==> config.mk <==
export PLATFORM = sky130hd
export DESIGN_NAME = qrnc_mul
export DESIGN_NICKNAME = d
export VERILOG_FILES = /design/src/design/qrnc_pkg.sv /design/src/design/qrnc_mul.sv
export SDC_FILE = /design/constraint.sdc
export NUM_CORES = 1
export LEC_CHECK = 0
export ABC_AREA = 1
export BUFFER_PORTS_ARGS = -buffer_cell sky130_fd_sc_hd__clkbuf_2
export CAP_MARGIN = 20
export CORE_MARGIN = 2
export CORE_UTILIZATION = 38
export DETAILED_ROUTE_END_ITERATION = 6
export HOLD_SLACK_MARGIN = 0.02
export PLACE_DENSITY = 0.55
export SLEW_MARGIN = 10
export SYNTH_ARGS = -nofsm -noshare
export SYNTH_HDL_FRONTEND = slang
export SYNTH_SLANG_ARGS = --single-unit
==> constraint.sdc <==
create_clock -name clk -period 10.4 [get_ports clk]
set_input_delay 3.12 -clock clk [delete_from_list [all_inputs] [get_ports clk]]
set_output_delay 3.12 -clock clk [all_outputs]
set_load 0.05 [all_outputs]
==> src/design/qrnc_pkg.sv <==
// Shared constants and types for the quartic root nature classifier.
// Used by qrnc_mul and quartic_root_nature_classifier; depends on nothing.

package qrnc_pkg;

    // Default coefficient width.
    localparam int COEF_WIDTH = 16;

    // Operand slice width of the pipelined multiplier.
    localparam int MUL_CHUNK = 24;

    // Result class codes.
    localparam logic [1:0] CLS_FOUR_REAL = 2'd0;
    localparam logic [1:0] CLS_TWO_REAL  = 2'd1;
    localparam logic [1:0] CLS_NO_REAL   = 2'd2;
    localparam logic [1:0] CLS_UNDET     = 2'd3;

    // Sign facts gathered along the pipeline for the decision tree.
    typedef struct packed {
        logic a_zero;
        logic p_neg;
        logic p_pos;
        logic z_zero;
        logic d_neg;
        logic d_pos;
        logic r_zero;
    } sign_flags_t;

endpackage

==> src/design/qrnc_mul.sv <==
// Three-stage signed multiplier built from MUL_CHUNK-bit slice products.
// Depends on qrnc_pkg.

module qrnc_mul #(
    parameter int AW = qrnc_pkg::COEF_WIDTH,
    parameter int BW = qrnc_pkg::COEF_WIDTH
) (
    input  logic                      clk,
    input  logic [2:0]                en,
    input  logic signed [AW-1:0]      a,
    input  logic signed [BW-1:0]      b,
    output logic signed [AW+BW-1:0]   p
);

    localparam int K   = qrnc_pkg::MUL_CHUNK;
    localparam int NA  = (AW + K - 1) / K;
    localparam int NB  = (BW + K - 1) / K;
    localparam int AXW = NA * K;
    localparam int BXW = NB * K;
    localparam int PW  = AW + BW;

    logic signed [AXW-1:0] a_ext;
    logic signed [BXW-1:0] b_ext;
    logic signed [K:0]     a_chunk [NA];
    logic signed [K:0]     b_chunk [NB];
    logic signed [2*K+1:0] pp_reg  [NA][NB];
    logic signed [PW-1:0]  row_next [NA];
    logic signed [PW-1:0]  row_reg  [NA];
    logic signed [PW-1:0]  sum_next;
    logic signed [PW-1:0]  p_reg;

    // Sign-extend both operands to whole slices.
    assign a_ext = AXW'(a);
    assign b_ext = BXW'(b);

    // Lower slices are unsigned, the top slice carries the sign.
    always_comb
    begin
        for (int i = 0; i < NA; i++)
        begin
            a_chunk[i] = {((i == NA - 1) ? a_ext[AXW-1] : 1'b0), a_ext[i*K +: K]};
        end
        for (int j = 0; j < NB; j++)
        begin
            b_chunk[j] = {((j == NB - 1) ? b_ext[BXW-1] : 1'b0), b_ext[j*K +: K]};
        end
    end

    // Each row is one slice of a times all of b, kept modulo 2^PW.
    always_comb
    begin
        for (int i = 0; i < NA; i++)
        begin
            row_next[i] = '0;
            for (int j = 0; j < NB; j++)
            begin
                row_next[i] = row_next[i] + (PW'(pp_reg[i][j]) <<< (K * (i + j)));
            end
        end
    end

    // Final sum of the rows; the true product always fits in PW bits.
    always_comb
    begin
        sum_next = '0;
        for (int i = 0; i < NA; i++)
        begin
            sum_next = sum_next + row_reg[i];
        end
    end

    // Slice products, row sums and result, one stage each.
    always_ff @(posedge clk)
    begin
        if (en[0])
        begin
            for (int i = 0; i < NA; i++)
            begin
                for (int j = 0; j < NB; j++)
                begin
                    pp_reg[i][j] <= a_chunk[i] * b_chunk[j];
                end
            end
        end
        if (en[1])
        begin
            for (int i = 0; i < NA; i++)
            begin
                row_reg[i] <= row_next[i];
            end
        end
        if (en[2])
        begin
            p_reg <= sum_next;
        end
    end

    assign p = p_reg;

endmodule

After elaboration in Yosys (flattened, before gate mapping)
Memories as Yosys holds them, arrays and structs flattened. A register that Yosys moved wholly into a read port is not among the register bits.
Index checks and enable logic that the tools add are counted.
- add/subtract/negate cells: 0
- multipliers: 1
- divide/modulo/power cells: 0
- order comparisons: 0
- equality and inequality tests: 0
- shift operators: 0
- multiplexer cells: 4
- bitwise gates (word level): 0
- reduce and logical (&&, ||, !) cells: 0
- operator list (cell ; count):
    16-bit by 16-bit multiplier with 32-bit output ; 1
    1-bit two-way mux ; 4
- register bits: 0
- bits in latches: 0
- bits in writable memories: 82
- memory bits (read-only): 0
- output and inout port bits: 32
- word-level logic and storage cells: 7
- memories kept: 2
- memory list (name ; words ; bits a word ; read ports ; clocked after memory_dff ; write ports ; RTL line ; RTL):
    pp_reg ; 1 ; 50 ; 1 ; 0 ; 1 ; qrnc_mul.sv:26 ; logic signed [2*K+1:0] pp_reg [NA][NB];
    row_reg ; 1 ; 32 ; 1 ; 1 ; 1 ; qrnc_mul.sv:28 ; logic signed [PW-1:0] row_reg [NA];

Logic depth before layout (Yosys ltp)
- depth after elaboration: 2
- mapped depth: 26
- depth with buffers taken out: 24

Worst setup path before layout
Ideal clock, no wire load.
- path type: input to register
- start: input b[5]
- end: memory pp_reg[0][48] in the netlist's numbering, data pin
- data arrival time: 8071 ps
- data required time: 10148 ps
- setup slack: 2077 ps
- stages: 22
- cells stage by stage: clkbuf_1 > clkbuf_1 > nand2_1 > fa_1 > inv_1 > fa_1 > fa_1 > inv_1 > fa_1 > fa_1 > fa_1 > inv_1 > ha_1 > nand2_1 > nor2_1 > nand3_1 > nor3_1 > nand2_1 > inv_1 > nor2_1 > nand2_1 > nand2_1
- longest elaborated chain between the ends: 1
- RTL lines (item ; RTL line ; RTL):
    start, declared ; qrnc_mul.sv:11 ; input logic signed [BW-1:0] b,
    16-bit by 16-bit multiplier with 32-bit output ; qrnc_mul.sv:81 ; pp_reg[i][j] <= a_chunk[i] * b_chunk[j];
    end, declared ; qrnc_mul.sv:26 ;
No other way between the ends.

Worst setup path after layout
- start: input b[1]
- end: memory pp_reg[0][26] in the netlist's numbering, data pin
Same word-level chain as after synthesis.

==> impl_metrics.sql <==
INSERT INTO impl_metrics (metric_group, metric, value, unit) VALUES
('detailed_routing', 'route.detailed.wl_per_inst', '14.5', 'um'),
('timing', 'finalSetupTns', '0', 'ns'),
('grt', 'number_of_global_route_vias_before_repair', '10400', ''),
('timing', 'unrepaired_setup_endpoints_after_global_routing', 'false', ''),
('critical_path', 'start_kind', 'primary input', ''),
('synthesis', 'post_synth_instance_area', '0.0137', 'mm2'),
('timing', 'setup_slack_after_layout', '1.89', 'ns'),
('final_layout', 'final_common_cell', 'inv_1', ''),
('critical_path', 'worst_ep_required_time', '10.48', 'ns'),
('timing', 'clock-skew-final', '0.00457', 'ns'),
('synthesis', 'syn_nets', '1950', ''),
('place', 'detailed_place_hpwl', '25400', 'um'),
('clock_network', 'cts_tree', 'done', ''),
('clock_network', 'worstSkewPairLatency', '0.34', 'ns'),
('synthesis', 'syn_avg_cell_area', '8.72', 'um2'),
('min_path', 'hold_class', 'flip-flop to flip-flop', ''),
('final_layout', 'nFillCells', '3605', ''),
('detailed_routing', 'vias', '9371', ''),
('detailed_routing', 'drt_pass1_iterations', '5', ''),
('clock_network', 'cts_post_setup_buffers_inserted', '0', ''),
('place', 'pre_cts_ws', '1.56', 'ns'),
('grt', 'grt_antenna_before_repair', '0', ''),
('final_layout', 'nets', '1969', ''),
('clock_network', 'cts-buffers-inserted', '9', ''),
('final_layout', 'num_antenna_cells', '0', ''),
('detailed_routing', 'ant_nets', '0', ''),
('clock_network', 'post_cts_hold_buffer_count', '0', ''),
('grt', 'grt_pass1_wl', '52100', 'um'),
('detailed_routing', 'post_drt_via_cell_ratio', '4.56', ''),
('final_layout', 'seq_area', '0.00288', 'mm2'),
('final_layout', 'multi_input_area', '0.00879', 'mm2'),
('floorplan', 'rows', '69', ''),
('final_layout', 'final_core_util', '0.413', ''),
('critical_path', 'critical_path_class', 'primary input to flip-flop', ''),
('clock_network', 'cts_num_sinks', '96', ''),
('place', 'detailed_place.area', '0.0144', 'mm2'),
('critical_path', 'crit_fanout', '16', ''),
('timing', 'max_frequency', '117', 'MHz'),
('grt', 'grt_start_max_net_pins', '33', ''),
('timing', 'min_period_over_period', '0.819', ''),
('clock_network', 'clkTransAtPathRegs', '0.07', 'ns'),
('detailed_routing', 'drt_drc_violations_left', '0', ''),
('clock_network', 'clock_tree.buffer_depth', '2', ''),
('place', 'io_buffer_count', '67', ''),
('grt', 'gr_usage_total', '0.172', ''),
('final_layout', 'area_growth_syn_to_layout', '7.21', '%'),
('critical_path', 'timing.critical_path.arrival', '8.59', 'ns'),
('synthesis', 'ys_ff_latch', '96', ''),
('synthesis', 'synth_seq_area_share', '0.210', ''),
('timing', 'finalHoldViolCount', '0', ''),
('synthesis', 'syn_inst', '1570', ''),
('timing', 'worst_pin_slew', '0.859', 'ns'),
('floorplan', 'die_w', '194', 'um'),
('floorplan', 'effective_utilization_at_floorplan', '0.385', ''),
('final_layout', 'finish.instance_area', '0.0147', 'mm2'),
('outcome', 'outcome', 'finished clean', ''),
('detailed_routing', 'final_wirelength', '29800', 'um'),
('timing', 'max-slew-margin-rel', '0.427', ''),
('detailed_routing', 'dr.first_iter.drc_count', '427', ''),
('critical_path', 'element_type_at_the_critical_path_end', 'flip-flop', ''),
('timing', 'setup_violation_total_in_the_final_timing_report', '0', ''),
('synthesis', 'ys.warnings.count', '0', ''),
('final_layout', 'drive_above_1_share', '0.0571', ''),
('grt', 'grt_overflow_total', '0', ''),
('clock_network', 'postCtsResizedCells', '0', ''),
('floorplan', 'floorplan.die_area', '0.0376', 'mm2'),
('floorplan', 'core_area', '0.0356', 'mm2'),
('place', 'final_estimated_routing_congestion_in_global_placement', '0.877', ''),
('floorplan', 'die_height', '194', 'um'),
('synthesis', 'ys_types', '24', ''),
('clock_network', 'clock_tree.htree_level_count', '3', ''),
('clock_network', 'cts_root_buf', 'clkbuf_16', ''),
('floorplan', 'io_pins', '68', ''),
('run', 'number_of_max_cap_violations', '0', ''),
('final_layout', 'commonest_cells_after_routing_fill_and_taps_aside', 'inv_1, nand2_1, fa_1, edfxtp_1, ha_1', ''),
('timing', 'finalMaxSlewViolations', '0', ''),
('timing', 'timing.final.crit_period', '8.51', 'ns');
[layer usage]
metal / vias up / routed length [um] / track usage
met5: - / 0 / 0
met3: 32 / 849 / 0.0148
met2: 152 / 15700 / 0.321
met1: 4669 / 12800 / 0.219
met4: 0 / 527 / 0.0342
li1: 4518 / - / -
[final timing paths]
kind / start / to / slack, ns / cells past startpoint
max: b[1] / pp_reg[0][26]$_DFFE_PP_ / 1.89 / 17
min reg2reg: row_reg[0][19]$_DFFE_PP_ / p[19]$_DFFE_PP_ / 0.42 / 0
min: row_reg[0][19]$_DFFE_PP_ / p[19]$_DFFE_PP_ / 0.42 / 0
max reg2reg: pp_reg[0][22]$_DFFE_PP_ / row_reg[0][22]$_DFFE_PP_ / 9.70 / 0
[cell usage after synthesis (all sizes together)]
master / n / area, um2
nor3: 11 / 65.1
ha: 82 / 1030
o21bai: 7 / 52.6
or2: 3 / 18.8
a21oi: 29 / 145
xnor2: 3 / 26.3
and2: 1 / 6.26
nand3: 38 / 190
nor2: 47 / 186
xor2: 15 / 131
nand2: 414 / 1560
fa: 262 / 5250
clkbuf: 59 / 221
inv: 481 / 1810
a21o: 2 / 15.0
edfxtp: 96 / 2880
nand3b: 3 / 22.5
o21ai: 6 / 30.0
nand4: 11 / 68.8
[worst max-delay path, stage by stage]
cell and delay [ns]:
clkbuf_2 0.25, nand2_1 0.19, inv_1 0.10, fa_1 0.66, fa_1 0.91, fa_1 0.53
fa_1 0.52, fa_1 0.50, inv_1 0.05, fa_1 0.47, inv_1 0.04, ha_1 0.37
nand2_1 0.19, nor3_2 0.27, nand3_1 0.19, nand4_1 0.14, nand2_1 0.09
[metrics by stage]
| stage | hold slack [ns] | std cells |
|---|---|---|
| 6_report | 0.417 | 2055 |
| 2_1_floorplan | 0.400 | 1570 |
| 3_5_place_dp | 0.405 | 2039 |
| 4_1_cts | 0.418 | 2055 |
| 5_1_grt | 0.420 | 2055 |
| 3_3_place_gp | 0.401 | 2039 |
[kinds of logic (layout without fill, tap and decap cells)]
family,count (synthesis),in the layout,share of synthesized area
adders and majority gates,344,344,0.458
and+or+nand+nor,528,528,0.154
buffers and inverters,540,564,0.148
DFF,96,96,0.210
xor gates and xnor gates,18,18,0.0115
AOI/OAI and AO/OA,44,44,0.0177
[layout make-up]
cell class | count | share of cell area
Multi-Input combinational cell | 934 | 0.598
Clock inverter | 6 | 0.00460
Tap cell | 461 | 0.0393
Clock buffer | 10 | 0.0156
Sequential cell | 96 | 0.196
Inverter | 481 | 0.123
Timing Repair Buffer | 67 | 0.0228
Power is not shown: default switching activity piles up to over one toggle a cycle in this logic, so the estimate is an artifact.
